==> src/rtl/cpbd_pkg.sv <==
// ============================================================================
// cpbd_pkg: shared constants for the chained pulse bit decoder stepper
// Phase codes, event op codes, register indexes, field widths and register reset values.
// ============================================================================
package cpbd_pkg;

    localparam int PHASE_W     = 3;
    localparam int TICK_W      = 5;
    localparam int START_W     = 4;
    localparam int STEP_W      = 8;
    localparam int CFG_DATA_W  = 8;
    localparam int CFG_INDEX_W = 2;

    localparam logic [PHASE_W-1:0] PH_IDLE  = 3'd0;
    localparam logic [PHASE_W-1:0] PH_START = 3'd1;
    localparam logic [PHASE_W-1:0] PH_BIT   = 3'd2;
    localparam logic [PHASE_W-1:0] PH_FWD   = 3'd3;
    localparam logic [PHASE_W-1:0] PH_ABORT = 3'd4;

    localparam logic [CFG_INDEX_W-1:0] CFG_START_MIN     = 2'd0;
    localparam logic [CFG_INDEX_W-1:0] CFG_FRAME_TIMEOUT = 2'd1;
    localparam logic [CFG_INDEX_W-1:0] CFG_STEP_COUNT    = 2'd2;
    localparam logic [CFG_INDEX_W-1:0] CFG_STEP_GAP      = 2'd3;

    localparam logic [START_W-1:0] START_MIN_RST     = 4'd3;
    localparam logic [TICK_W-1:0]  FRAME_TIMEOUT_RST = 5'd15;
    localparam logic [STEP_W-1:0]  STEP_COUNT_RST    = 8'd13;
    localparam logic [STEP_W-1:0]  STEP_GAP_RST      = 8'd8;

    localparam logic OP_EDGE = 1'b0;
    localparam logic OP_TICK = 1'b1;

endpackage

==> src/rtl/cpbd_evt_if.sv <==
// ============================================================================
// cpbd_evt_if: event channel
// Valid/ready channel carrying one line edge or timer tick event.
// ============================================================================
interface cpbd_evt_if;

    logic valid;
    logic ready;
    logic op;
    logic line_level;

    modport source (output valid, output op, output line_level, input ready);
    modport sink   (input valid, input op, input line_level, output ready);

endinterface

==> src/rtl/cpbd_res_if.sv <==
// ============================================================================
// cpbd_res_if: result channel
// Valid/ready channel carrying the line drive, decoded bit and motor state.
// ============================================================================
interface cpbd_res_if;

    logic                          valid;
    logic                          ready;
    logic                          out_level;
    logic                          bit_value;
    logic                          motor_enable;
    logic                          motor_dir;
    logic                          step_pulse;
    logic [cpbd_pkg::PHASE_W-1:0]  phase;

    modport source (
        output valid, output out_level, output bit_value, output motor_enable,
        output motor_dir, output step_pulse, output phase, input ready
    );
    modport sink (
        input valid, input out_level, input bit_value, input motor_enable,
        input motor_dir, input step_pulse, input phase, output ready
    );

endinterface

==> src/rtl/chained_pulse_bit_decoder_stepper.sv <==
// ============================================================================
// chained_pulse_bit_decoder_stepper: daisy-chain pulse-width node with stepper
// Decodes this node's bit from a pulse-width frame, forwards the rest of the
// frame downstream and runs a stepper move when the decoded bit changes.
// ============================================================================
// Latency: the result of an event is valid in the cycle after its transfer.
// Throughput: one event per cycle while the result side can take the
// previous result; the state registers and the result register are updated
// together in the cycle of the transfer. The result register acts as the
// output stage: a new event is taken while the previous result is being
// transferred out in the same cycle. Reset (rst_n low, asynchronous): phase
// idle, all frame and motor state zero, registers back to their default values, no result pending.
module chained_pulse_bit_decoder_stepper (
    input  logic                               clk,
    input  logic                               rst_n,
    input  logic                               cfg_we,
    input  logic [cpbd_pkg::CFG_INDEX_W-1:0]   cfg_index,
    input  logic [cpbd_pkg::CFG_DATA_W-1:0]    cfg_data,
    cpbd_evt_if.sink                           evt,
    cpbd_res_if.source                         res
);

    // ------------------------------------------------------------------
    // Configuration registers
    // ------------------------------------------------------------------
    logic [cpbd_pkg::START_W-1:0] start_min_reg;
    logic [cpbd_pkg::TICK_W-1:0]  frame_timeout_reg;
    logic [cpbd_pkg::STEP_W-1:0]  step_count_reg;
    logic [cpbd_pkg::STEP_W-1:0]  step_gap_reg;

    always_ff @(posedge clk or negedge rst_n)
    begin
        if (!rst_n)
        begin
            start_min_reg     <= cpbd_pkg::START_MIN_RST;
            frame_timeout_reg <= cpbd_pkg::FRAME_TIMEOUT_RST;
            step_count_reg    <= cpbd_pkg::STEP_COUNT_RST;
            step_gap_reg      <= cpbd_pkg::STEP_GAP_RST;
        end
        else if (cfg_we)
        begin
            case (cfg_index)
                cpbd_pkg::CFG_START_MIN:
                    start_min_reg <= cfg_data[cpbd_pkg::START_W-1:0];
                cpbd_pkg::CFG_FRAME_TIMEOUT:
                    frame_timeout_reg <= cfg_data[cpbd_pkg::TICK_W-1:0];
                cpbd_pkg::CFG_STEP_COUNT:
                    step_count_reg <= cfg_data;
                cpbd_pkg::CFG_STEP_GAP:
                    step_gap_reg <= cfg_data;
                default:
                    ;
            endcase
        end
    end

    // ------------------------------------------------------------------
    // Frame and motor state
    // ------------------------------------------------------------------
    logic [cpbd_pkg::PHASE_W-1:0] phase_reg, phase_next;
    logic [cpbd_pkg::TICK_W-1:0]  tick_count_reg, tick_count_next;
    logic                         timer_on_reg, timer_on_next;
    logic                         own_bit_reg, own_bit_next;
    logic                         applied_bit_reg, applied_bit_next;
    logic                         out_level_reg, out_level_next;
    logic [cpbd_pkg::STEP_W-1:0]  steps_left_reg, steps_left_next;
    logic [cpbd_pkg::STEP_W-1:0]  gap_left_reg, gap_left_next;
    logic                         step_high_reg, step_high_next;
    logic                         motor_dir_reg, motor_dir_next;

    // Result register (output stage)
    logic                         res_valid_reg;
    logic                         res_enable_reg;

    logic                         take;
    logic [cpbd_pkg::TICK_W:0]    tick_inc;
    logic                         move_run;

    // A new event enters whenever the output stage is empty or drains now.
    assign evt.ready = !res_valid_reg || res.ready;
    assign take      = evt.valid && evt.ready;

    assign tick_inc = {1'b0, tick_count_reg} + {{cpbd_pkg::TICK_W{1'b0}}, 1'b1};

    always_comb
    begin
        phase_next       = phase_reg;
        tick_count_next  = tick_count_reg;
        timer_on_next    = timer_on_reg;
        own_bit_next     = own_bit_reg;
        applied_bit_next = applied_bit_reg;
        out_level_next   = out_level_reg;
        steps_left_next  = steps_left_reg;
        gap_left_next    = gap_left_reg;
        step_high_next   = step_high_reg;
        motor_dir_next   = motor_dir_reg;

        if (evt.op == cpbd_pkg::OP_EDGE)
        begin
            case (phase_reg)
                cpbd_pkg::PH_IDLE:
                begin
                    // falling edge opens a frame
                    if (!evt.line_level)
                    begin
                        tick_count_next = '0;
                        timer_on_next   = 1'b1;
                        phase_next      = cpbd_pkg::PH_START;
                    end
                end
                cpbd_pkg::PH_START:
                begin
                    if (tick_count_reg > {1'b0, start_min_reg})
                    begin
                        tick_count_next = '0;
                        out_level_next  = 1'b0;
                        phase_next      = cpbd_pkg::PH_BIT;
                    end
                    else
                    begin
                        phase_next = cpbd_pkg::PH_ABORT;
                    end
                end
                cpbd_pkg::PH_BIT:
                begin
                    // one tick of high width means 0, anything else 1
                    own_bit_next = (tick_count_reg != cpbd_pkg::TICK_W'(1));
                    phase_next   = cpbd_pkg::PH_FWD;
                end
                cpbd_pkg::PH_FWD:
                begin
                    out_level_next  = evt.line_level;
                    tick_count_next = '0;
                end
                cpbd_pkg::PH_ABORT:
                begin
                    timer_on_next  = 1'b0;
                    out_level_next = 1'b1;
                    phase_next     = cpbd_pkg::PH_IDLE;
                end
                default:
                begin
                    phase_next = cpbd_pkg::PH_IDLE;
                end
            endcase
        end
        else
        begin
            // frame timeout counter
            if (timer_on_reg)
            begin
                if (tick_inc > {1'b0, frame_timeout_reg})
                begin
                    phase_next      = cpbd_pkg::PH_IDLE;
                    tick_count_next = '0;
                    timer_on_next   = 1'b0;
                    out_level_next  = 1'b1;
                end
                else
                begin
                    tick_count_next = tick_inc[cpbd_pkg::TICK_W-1:0];
                end
            end

            // stepper: pulse end loads the gap, gap end starts the next pulse
            if (step_high_reg)
            begin
                step_high_next  = 1'b0;
                steps_left_next = steps_left_reg - cpbd_pkg::STEP_W'(1);
                gap_left_next   = step_gap_reg;
                if (step_gap_reg == '0)
                begin
                    if (steps_left_next != '0)
                        step_high_next = 1'b1;
                    else
                        applied_bit_next = own_bit_reg;
                end
            end
            else if (gap_left_reg != '0)
            begin
                gap_left_next = gap_left_reg - cpbd_pkg::STEP_W'(1);
                if (gap_left_next == '0)
                begin
                    if (steps_left_reg != '0)
                        step_high_next = 1'b1;
                    else
                        applied_bit_next = own_bit_reg;
                end
            end
        end

        // move start, judged on the updated state
        if (!step_high_next && gap_left_next == '0 &&
            phase_next == cpbd_pkg::PH_IDLE && own_bit_next != applied_bit_next)
        begin
            motor_dir_next  = !own_bit_next;
            steps_left_next = step_count_reg;
            if (step_count_reg != '0)
                step_high_next = 1'b1;
            else
                applied_bit_next = own_bit_next;
        end
    end

    assign move_run = step_high_next || (gap_left_next != '0);

    always_ff @(posedge clk or negedge rst_n)
    begin
        if (!rst_n)
        begin
            phase_reg       <= cpbd_pkg::PH_IDLE;
            tick_count_reg  <= '0;
            timer_on_reg    <= 1'b0;
            own_bit_reg     <= 1'b0;
            applied_bit_reg <= 1'b0;
            out_level_reg   <= 1'b0;
            steps_left_reg  <= '0;
            gap_left_reg    <= '0;
            step_high_reg   <= 1'b0;
            motor_dir_reg   <= 1'b0;
            res_valid_reg   <= 1'b0;
        end
        else
        begin
            if (take)
            begin
                phase_reg       <= phase_next;
                tick_count_reg  <= tick_count_next;
                timer_on_reg    <= timer_on_next;
                own_bit_reg     <= own_bit_next;
                applied_bit_reg <= applied_bit_next;
                out_level_reg   <= out_level_next;
                steps_left_reg  <= steps_left_next;
                gap_left_reg    <= gap_left_next;
                step_high_reg   <= step_high_next;
                motor_dir_reg   <= motor_dir_next;
                res_valid_reg   <= 1'b1;
            end
            else if (res.ready)
            begin
                res_valid_reg <= 1'b0;
            end
        end
    end

    // Only the enable is not a copy of a state register.
    always_ff @(posedge clk or negedge rst_n)
    begin
        if (!rst_n)
            res_enable_reg <= 1'b0;
        else if (take)
            res_enable_reg <= move_run;
    end

    // ------------------------------------------------------------------
    // Result channel: state registers double as the result payload
    // ------------------------------------------------------------------
    assign res.valid        = res_valid_reg;
    assign res.out_level    = out_level_reg;
    assign res.bit_value    = own_bit_reg;
    assign res.motor_enable = res_enable_reg;
    assign res.motor_dir    = motor_dir_reg;
    assign res.step_pulse   = step_high_reg;
    assign res.phase        = phase_reg;

endmodule

==> src/flat_wrapper.sv <==
// flat-port wrapper written by rule: the top's interface ports become plain ports
module chained_pulse_bit_decoder_stepper_flat 
  (clk, rst_n, cfg_we, cfg_index, cfg_data, evt_valid, evt_op, evt_line_level, evt_ready, res_valid, res_out_level, res_bit_value, res_motor_enable, res_motor_dir, res_step_pulse, res_phase, res_ready);
  cpbd_evt_if evt_i ();
  cpbd_res_if res_i ();
  input  logic clk;
  input  logic rst_n;
  input  logic cfg_we;
  input  logic [cpbd_pkg::CFG_INDEX_W-1:0] cfg_index;
  input  logic [cpbd_pkg::CFG_DATA_W-1:0] cfg_data;
  input wire logic [$bits(evt_i.valid)-1:0] evt_valid;
  input wire logic [$bits(evt_i.op)-1:0] evt_op;
  input wire logic [$bits(evt_i.line_level)-1:0] evt_line_level;
  output wire logic [$bits(evt_i.ready)-1:0] evt_ready;
  output wire logic [$bits(res_i.valid)-1:0] res_valid;
  output wire logic [$bits(res_i.out_level)-1:0] res_out_level;
  output wire logic [$bits(res_i.bit_value)-1:0] res_bit_value;
  output wire logic [$bits(res_i.motor_enable)-1:0] res_motor_enable;
  output wire logic [$bits(res_i.motor_dir)-1:0] res_motor_dir;
  output wire logic [$bits(res_i.step_pulse)-1:0] res_step_pulse;
  output wire logic [$bits(res_i.phase)-1:0] res_phase;
  input wire logic [$bits(res_i.ready)-1:0] res_ready;
  assign evt_i.valid = evt_valid;
  assign evt_i.op = evt_op;
  assign evt_i.line_level = evt_line_level;
  assign evt_ready = evt_i.ready;
  assign res_valid = res_i.valid;
  assign res_out_level = res_i.out_level;
  assign res_bit_value = res_i.bit_value;
  assign res_motor_enable = res_i.motor_enable;
  assign res_motor_dir = res_i.motor_dir;
  assign res_step_pulse = res_i.step_pulse;
  assign res_phase = res_i.phase;
  assign res_i.ready = res_ready;
  chained_pulse_bit_decoder_stepper u_core (.clk(clk), .rst_n(rst_n), .cfg_we(cfg_we), .cfg_index(cfg_index), .cfg_data(cfg_data), .evt(evt_i), .res(res_i));
endmodule
==> config.mk <==
export PLATFORM = sky130hd
export DESIGN_NAME = chained_pulse_bit_decoder_stepper_flat
export DESIGN_NICKNAME = d
export VERILOG_FILES = /design/src/rtl/cpbd_pkg.sv /design/src/rtl/cpbd_evt_if.sv /design/src/rtl/cpbd_res_if.sv /design/src/rtl/chained_pulse_bit_decoder_stepper.sv /design/src/flat_wrapper.sv
export SDC_FILE = /design/constraint.sdc
export NUM_CORES = 1
export LEC_CHECK = 0
export BUFFER_PORTS_ARGS = -buffer_cell sky130_fd_sc_hd__buf_2
export CAP_MARGIN = 20
export CORE_MARGIN = 10
export CORE_UTILIZATION = 25
export CTS_BUF_LIST = sky130_fd_sc_hd__clkbuf_8 sky130_fd_sc_hd__clkbuf_16
export CTS_CLUSTER_DIAMETER = 150
export DETAILED_ROUTE_END_ITERATION = 10
export GPL_TIMING_DRIVEN = 0
export PLACE_DENSITY_LB_ADDON = 0.2
export SLEW_MARGIN = 20
export SYNTH_ARGS = -nofsm -noshare
export SYNTH_HDL_FRONTEND = slang
export SYNTH_SLANG_ARGS = --single-unit
==> constraint.sdc <==
create_clock -name clk -period 4.9 [get_ports clk]
set_input_delay 0.98 -clock clk [delete_from_list [all_inputs] [get_ports clk]]
set_output_delay 0.98 -clock clk [all_outputs]
set_load 0.1 [all_outputs]
==> results of run 1 <==
==> path summary, 6_finish.rpt <==
check                      cells after the start  slack (ns)                              endpoint                                  from
max                                           13        1.30  u_core.steps_left_reg[4]$_DFFE_PN0P_  u_core.tick_count_reg[0]$_DFFE_PN0P_
min reg2reg                                    1        0.51      u_core.res.out_level$_DFFE_PN0P_      u_core.res.out_level$_DFFE_PN0P_
min in group asynchronous                      1        0.58  u_core.step_count_reg[7]$_DFFE_PN0P_                                 rst_n
max in group asynchronous                      2        3.76  u_core.step_count_reg[0]$_DFFE_PN1P_                                 rst_n
max reg2reg                                   13        1.30  u_core.steps_left_reg[4]$_DFFE_PN0P_  u_core.tick_count_reg[0]$_DFFE_PN0P_
min                                            1        0.51      u_core.res.out_level$_DFFE_PN0P_      u_core.res.out_level$_DFFE_PN0P_
==> through the flow <==
step | util | hold WS, ns | worst slack (ns) | area [um2]
after CTS | 0.304 | 0.506 | 1.28 | 4250
after detailed placement | 0.284 | 0.495 | 1.29 | 3980
final | 0.304 | 0.506 | 1.30 | 4250
after floorplan | - | 0.473 | 1.54 | 3600
after global placement | 0.283 | 0.489 | 1.29 | 3950
after global routing | 0.304 | 0.531 | 1.03 | 4250
==> area by class of cell <==
class / instances / area (um2) / area share
sequential: 57 / 1440 / 0.339
clock inverter: 5 / 22.5 / 0.00530
tap: 180 / 225 / 0.0530
clock buffer: 11 / 253 / 0.0595
inverter: 20 / 75.1 / 0.0177
timing repair buffer: 27 / 153 / 0.0359
multi-input combinational: 288 / 1990 / 0.467
buffer: 15 / 97.6 / 0.0230
==> cell families after synthesis <==
family                     count (synthesis)
and+or+nand+nor                          154
xor gates and xnor gates                   5
muxes                                     27
AOI/OAI and AO/OA                         85
buffers and inverters                     35
adders and majority gates                 17
DFF                                       57
==> per-layer routing <==
metal / routed length [um] / track usage / up-vias / part of all wire
met2: 4820 / 0.170 / 43 / 0.48
met3: 301 / 0.0193 / 8 / 0.030
met4: 115 / 0.0364 / 0 / 0.012
met1: 4710 / 0.129 / 1486 / 0.47
met5: 0 / 0 / - / 0
li1: - / - / 1468 / -
==> power breakdown <==
part	internal [mW]	switching [mW]	total, mW
combinational	0.361	0.640	1.00
sequential	0.611	0.162	0.773
clock	0.363	0.211	0.574
==> critical path: cells and delay by family (launching register included) <==
family	cells	cell delay, ns
AO/OA/AOI/OAI	4	0.95
AND/OR/NAND/NOR	4	0.91
adder cells (fa/ha/maj)	2	0.58
flip-flops	1	0.43
buffers and inverters	2	0.35
XOR/XNOR	1	0.27
==> cell usage in the layout (no fill, tap or decap), types with 10 or more instances in the layout <==
cell	n
inv_1	22
nand2_1	43
nor2_1	28
ha_1	17
o21ai_0	24
nand3_1	10
buf_2	28
dfstp_2	10
mux2_2	25
dfrtp_1	47
a21oi_1	13
==> flow_results.org, run 1 <==
** Status
- Result of the run :: complete, no violations

** STA
- Final clock period utilization by the worst path :: 0.735
- Worst clock skew on the final layout :: 0.00567 ns
- Max-slew violation count :: 0
- Setup repair after global routing missed its margin :: no
- Timing would allow up to 278 MHz.
- The number of hold violations in the final report is 0.
- Setup violations remaining at the end of the flow were counted as 0.
- Adding up every negative setup slack in the final design gives 0 ns.
- Max_slew headroom :: 0.517
- Slew at the pin closest to its max-slew limit :: 0.723 ns
- The worst path in the final design needs a cycle of 3.60 ns, including I/O delays and setup.

** Yosys
- Post-synthesis net count :: 414
- After synthesis, the largest family of logic cells by area is simple AND/OR/NAND/NOR gates.
- After synthesis, the most frequently instantiated cells are 47 x dfrtp_1, 43 x nand2_1, 28 x nor2_1.
- Of the total synthesized cell area, the portion taken by AND, OR, NAND and NOR gates is 0.238.
- Yosys warning count :: 0
- Cells taking the most area after synthesis :: dfrtp_1 33%, mux2_2 7.8%, dfstp_2 7.3%, ha_1 5.9%, nand2_1 4.5%
- After synthesis, the share of cell area in mux cells is 0.0838.
- Of all cell types, the one taking the most synthesized area is dfrtp_1.
- In this run, synthesis inferred 0 flip-flops with an integrated enable.
- Of the total synthesized cell area, the portion taken by full adders, half adders and majority gates is 0.0591.
- XOR/XNOR share of the synthesized area :: 0.0122
- Total of flip-flops plus latches after synthesis :: 57
- Of the synthesized area, sequential elements account for 0.400.
- After synthesis, the share of flip-flops with an asynchronous set or reset is 1.00.
- Share of the synthesized area in the top cell type :: 0.327
- Synthesis produced a netlist whose cell count is 380.
- The number of different library cells used by synthesis comes to 72.
- In the synthesized netlist the dominant register cell turns out to be dfrtp_1.
- Most common cell in the netlist :: dfrtp_1
- In this run the cell area of the synthesized design comes to 0.00360 mm2.
- Synthesized area per cell :: between 9 and 10 um2
- The synthesized-area fraction occupied by ao, oa, aoi and oai cells came to 0.159.

** Critical path
- The setup path with the least slack is of type flip-flop to flip-flop.
- Worst path cell trace :: ha_1 -> nand3_1 -> xnor2_1 -> ha_1 -> and3_1 -> a211oi_1 -> a32oi_1 -> or3_1 -> clkbuf_1 -> o2111a_1 -> and4_4 -> buf_6 -> a211o_1
- Critical path launch point type :: flip-flop
- Worst endpoint required time :: a little over 5 ns
- The slowest stage of the critical path belongs to the cell dfrtp_1.
- STA classifies the critical path endpoint as a flip-flop.
- On the worst path, the slowest cell contributes a delay of 0.43 ns.
- The cell that appears most often on the critical path is ha_1.
- Signal arrival time at the worst endpoint :: 3.81 ns
- In this run the worst path has a maximum fanout of 10.

** Finish
- Layout Nets :: ~450
- Non-Filler Instances :: 603
- Counting the fill cells in the layout gives 1504.
- 0 antenna diodes ended up in the layout.
- Share of post-route cells with drive strength above 1 :: 0.229
- The area growth from synthesis to layout is 18.2%.

** Detailed routing
- Total wire length :: a little under 10 mm
- Via-per-instance ratio :: 4.98
- In the routed design, unresolved DRC markers number 0.
- Count of routing violations after the opening detailed-route iteration :: 171
- Vias :: 3005
- For this run, the detailed router's first-pass iteration total came to 5.
- In the final routed layout, each cell accounts on average for 16.5 um.
- The count of nets left with antenna violations once routing finished came out at 0.

** Floorplan
- Vert. Die Dim :: 140 um
- Overall die width :: ~140 um
- The total area inside the core boundary comes to 0.0140 mm2.
- After floorplanning, the core was divided into 43 placement rows.
- Pin placement for this block handled 27 I/O pins.
- For this configuration, the core starts out at a cell density of 0.257.
- Area of the die :: just under 0.02 mm2

** Global routing
- The via count of the first global-routing pass was 3087.
- The first global-routing pass estimated 16.4 mm of wire.
- GR Overflow Total :: 0
- Maximum number of pins on one net before global-route repair :: 30
- Overall fraction of global-route tracks in use :: 0.102
- The number of antenna violations at the first check in global routing was 0.

** Flow run
- Max-cap check violation count :: 0

** Clock tree
- Total CTS buffers :: 9
- Clock-pin slew was measured on the worst setup and hold paths at ~0.05 ns.
- Number of sinks handled by clock tree synthesis :: 57
- H-tree depth reported by CTS :: 3
- TritonCTS built the clock tree.
- Clock Tree Root :: clkbuf_16
- Clock latency on the worst-skew pair, taken at its later pin, is 0.32 ns.
- After clock tree synthesis, the flow added hold-fix buffers numbering 0.
- Gates resized during post-CTS repair numbered 0.
- Longest Clk Path Bufs :: 2
- After clock tree synthesis, the setup repair step added 0 buffers.

** Placement
- Total instance count after detailed placement :: between 500 and 600
- Number of input and output port buffers inserted :: 26
- HPWL after DPL :: 7.68 mm
- The congestion estimate from routability-driven global placement came to about 0.84.

** Worst hold path
- Path type of the worst min-delay path :: flip-flop to flip-flop

** Power and ir drop
- VDD sags by at most ~170 uV.
- Total power :: 2.35 mW
- In this run the static leakage power is 1.78 nW.
- Power density normalized to cell area :: 552 mW/mm2
No activity file was read; power rests on OpenSTA's default activity.
==> inputs of run 2 (changes only) <==
- clock period: 4.9 -> 3.6 ns (I/O delays scaled with it)
==> run 2 against run 1 <==
- utilization grew 0.098 points
- non-clock buffer count down 1
- register-to-register slack got worse by 1.0 ns
- via count fell by 0.40%
- critical path type unchanged
- highest routed layer unchanged
==> flow_results.org, run 2 (synthesis gave the netlist of run 1 again) <==
** Clock tree
- The clock latency reported for the late side of the worst-skew pair is 0.32 ns (about the same).
- The buffers inserted during post-CTS setup optimization was 0 (unchanged).
- The clock transition at the registers of the reported paths is 0.05 ns (about the same).
- The number of H-tree levels was 3 (unchanged).
- CTS tree :: yes
- Clock Tree Root :: clkbuf_16
- The maximum number of buffers from clock root to sink is 2 (unchanged).
- The number of CTS-inserted buffers is 9 (unchanged).
- The clock net sink count was 57 (unchanged).

** Detailed routing
- The detailed-route via count came to 2993 (-0.40%).
- Count of routing violations after the opening detailed-route iteration :: 185 (+8.2%)
- Via-per-instance ratio :: 4.97 (-0.23%)
- Routed wirelength normalized by instance count :: 16.5 um (about the same)
- The post-detailed-route DRC marker count was 0 (unchanged).
- The antenna violation net count after detailed routing is 0 (unchanged).
- Pre-Repair DR Iteration Count :: 4 (-1)
- The overall routed net length is 9.93 mm (-0.13%).

** Floorplan
- Number of placed I/O pins :: 27 (unchanged)
- The area of the core region is 0.0140 mm2 (unchanged).
- Vert. Die Dim :: 140 um (unchanged)
- Row Count :: 43 (unchanged)
- Initial core utilization :: 0.257 (unchanged)
- Overall die width :: 140 um (unchanged)
- The die outline area came to 0.0196 mm2 (unchanged).

** Critical path
- Endpoint kind of the worst setup timing path :: flip-flop
- Signal arrival time at the worst endpoint :: 3.51 ns (-0.30 ns)
- Launching point of the worst reg2reg path :: u_core.tick_count_reg[1]$_DFFE_PN0P_
- Maximum fanout count along the critical path :: 10 (unchanged)
- R2r setup slk :: 0.30 ns (-1.00 ns)
- Capture point of the worst reg-to-reg path :: u_core.steps_left_reg[4]$_DFFE_PN0P_
- The depth of the worst register-to-register path came to 12 (-1).
- The worst setup path is launched from a flip-flop.
- The critical path is of the flip-flop to flip-flop type.
- Worst endpoint required time :: 3.81 ns (-1.30 ns)

** STA
- Final clock period utilization by the worst path :: 0.916 (+0.181)
- Setup repair after global routing left no endpoint under its margin.
- The number of hold violations in the final report was 0 (unchanged).
- The accumulated negative setup slack was 0 ns (unchanged).
- Max_slew headroom :: 0.517 (about the same)
- The number of max-slew violations in the final report was 0 (unchanged).
- Final count of negative-setup-slack endpoints :: 0 (unchanged)
- The shortest period the worst path allows came to 3.30 ns (-0.303 ns).
- The worst hold slack came to 0.321 ns (-0.184 ns).
- The clock skew was 0.00574 ns (+0.0000688 ns).
- Highest clock rate :: 303 MHz (+9.2%)
- Setup WS post-layout :: 0.302 ns (-0.997 ns)
- Slew at the pin closest to its max-slew limit :: 0.723 ns (-0.0000329 ns)

** Finish
- Fin util :: 0.305 (+0.000984)
- Relative to the synthesized area, the layout overhead comes to 18.5%.
- Most frequent cells in the layout :: 46 x dfrtp_1, 43 x nand2_1, 28 x buf_2, 28 x nor2_1, 25 x mux2_2
- The count of nets after finishing came to 451 (-0.22%).
- Total inserted antenna cells :: 0 (unchanged)
- Leading cell type in the layout, fill and taps excluded :: dfrtp_1
- The share of cells above drive strength 1 is 0.242 (+0.0124).

** Global routing
- Overall fraction of global-route tracks in use :: 0.102 (about the same)
- The via count of the first global-routing pass came to 3087 (unchanged).
- GR Overflow Total :: 0 (unchanged)
- The wire length of the first global-routing pass was 16.4 mm (about the same).
- Initial antenna violation count :: 0 (unchanged)
- Maximum number of pins on one net before global-route repair :: 30 (unchanged)

** Placement
- The setup slack at placement is -0.0146 ns (-1.30 ns).
- The half-perimeter wire length after detailed placement is 7.68 mm (unchanged).
- Routability Congestion :: 0.844 (unchanged)
- Number of input and output port buffers inserted :: 26 (unchanged)

** Status
- The run finished with clean final reports.

** Power and ir drop
- The power density relative to cell area was 751 mW/mm2 (+36%).
- The total leakage power came to 1.79 nW (+0.26%).
- The power consumption was 3.20 mW (+36%).
- The worst supply voltage drop on vdd was 191 uV (+15%).

** Flow run
- Max-cap check violation count :: 0 (unchanged)

** Worst hold path
- Path type of the worst min-delay path :: primary input to asynchronous set/reset pin
[run 2: report_power, final]
part,internal (mW),total [mW],leakage (nW),switching [mW]
clock,0.494,0.782,0.148,0.289
sequential,0.833,1.05,0.678,0.221
combinational,0.495,1.37,0.963,0.871
total,1.82,3.20,1.79,1.38
[run 2: stage by stage]
stage	area (um2)	instances
6_report	4260	602
4_1_cts	4260	603
2_1_floorplan	3600	380
3_5_place_dp	3980	587
3_3_place_gp	3950	586
5_1_grt	4260	602
[run 2: cell type report]
| class | instances | area (um2) |
|---|---|---|
| clock buffers | 11 | 253 |
| inverters | 20 | 75.1 |
| fillers | 1505 | 9720 |
| repair buffers | 27 | 153 |
| well taps | 180 | 225 |
| multi-input cells | 288 | 2000 |
| plain buffers | 14 | 93.8 |
| flip-flops and latches | 57 | 1440 |
| clock inverters | 5 | 22.5 |
[run 2: repair_timing]
action                                  in CTS  in global routing
hold buffers                                 0                  0
endpoints found under the setup margin       2                  9
gates resized for setup                      1                  4
[run 2: critical path: stages, from the launching register on]
cell	delay (ns)
dfrtp_1	0.40
ha_2	0.25
nand3_1	0.13
xnor2_2	0.18
ha_1	0.30
and3_1	0.19
a211oi_1	0.22
a32oi_1	0.11
or3_4	0.44
o2111a_2	0.31
and4_4	0.23
buf_6	0.14
a211o_1	0.28
[run 2: layer usage]
layer  wire [um]  global-route usage  vias to the layer above
li1            -                   -                     1467
met5           0                   0                        -
met1        4690               0.129                     1481
met4         115              0.0364                        0
met3         297              0.0193                        8
met2        4830               0.169                       37
[run 2: worst max path at each step]
| stage | startpoint | end | slack, ns | cells after the start |
|---|---|---|---|---|
| floorplan | u_core.res.valid$_DFFE_PN0P_ | u_core.steps_left_reg[4]$_DFFE_PN0P_ | 0.36 | 8 |
| global placement | u_core.tick_count_reg[0]$_DFFE_PN0P_ | u_core.steps_left_reg[4]$_DFFE_PN0P_ | 0.02 | 13 |
| detailed placement | u_core.tick_count_reg[0]$_DFFE_PN0P_ | u_core.steps_left_reg[4]$_DFFE_PN0P_ | -0.01 | 13 |
| CTS | u_core.tick_count_reg[0]$_DFFE_PN0P_ | u_core.steps_left_reg[4]$_DFFE_PN0P_ | 0.04 | 13 |
| global route | u_core.tick_count_reg[1]$_DFFE_PN0P_ | u_core.steps_left_reg[1]$_DFFE_PN0P_ | 0.07 | 12 |
| finish | u_core.tick_count_reg[1]$_DFFE_PN0P_ | u_core.steps_left_reg[4]$_DFFE_PN0P_ | 0.30 | 12 |
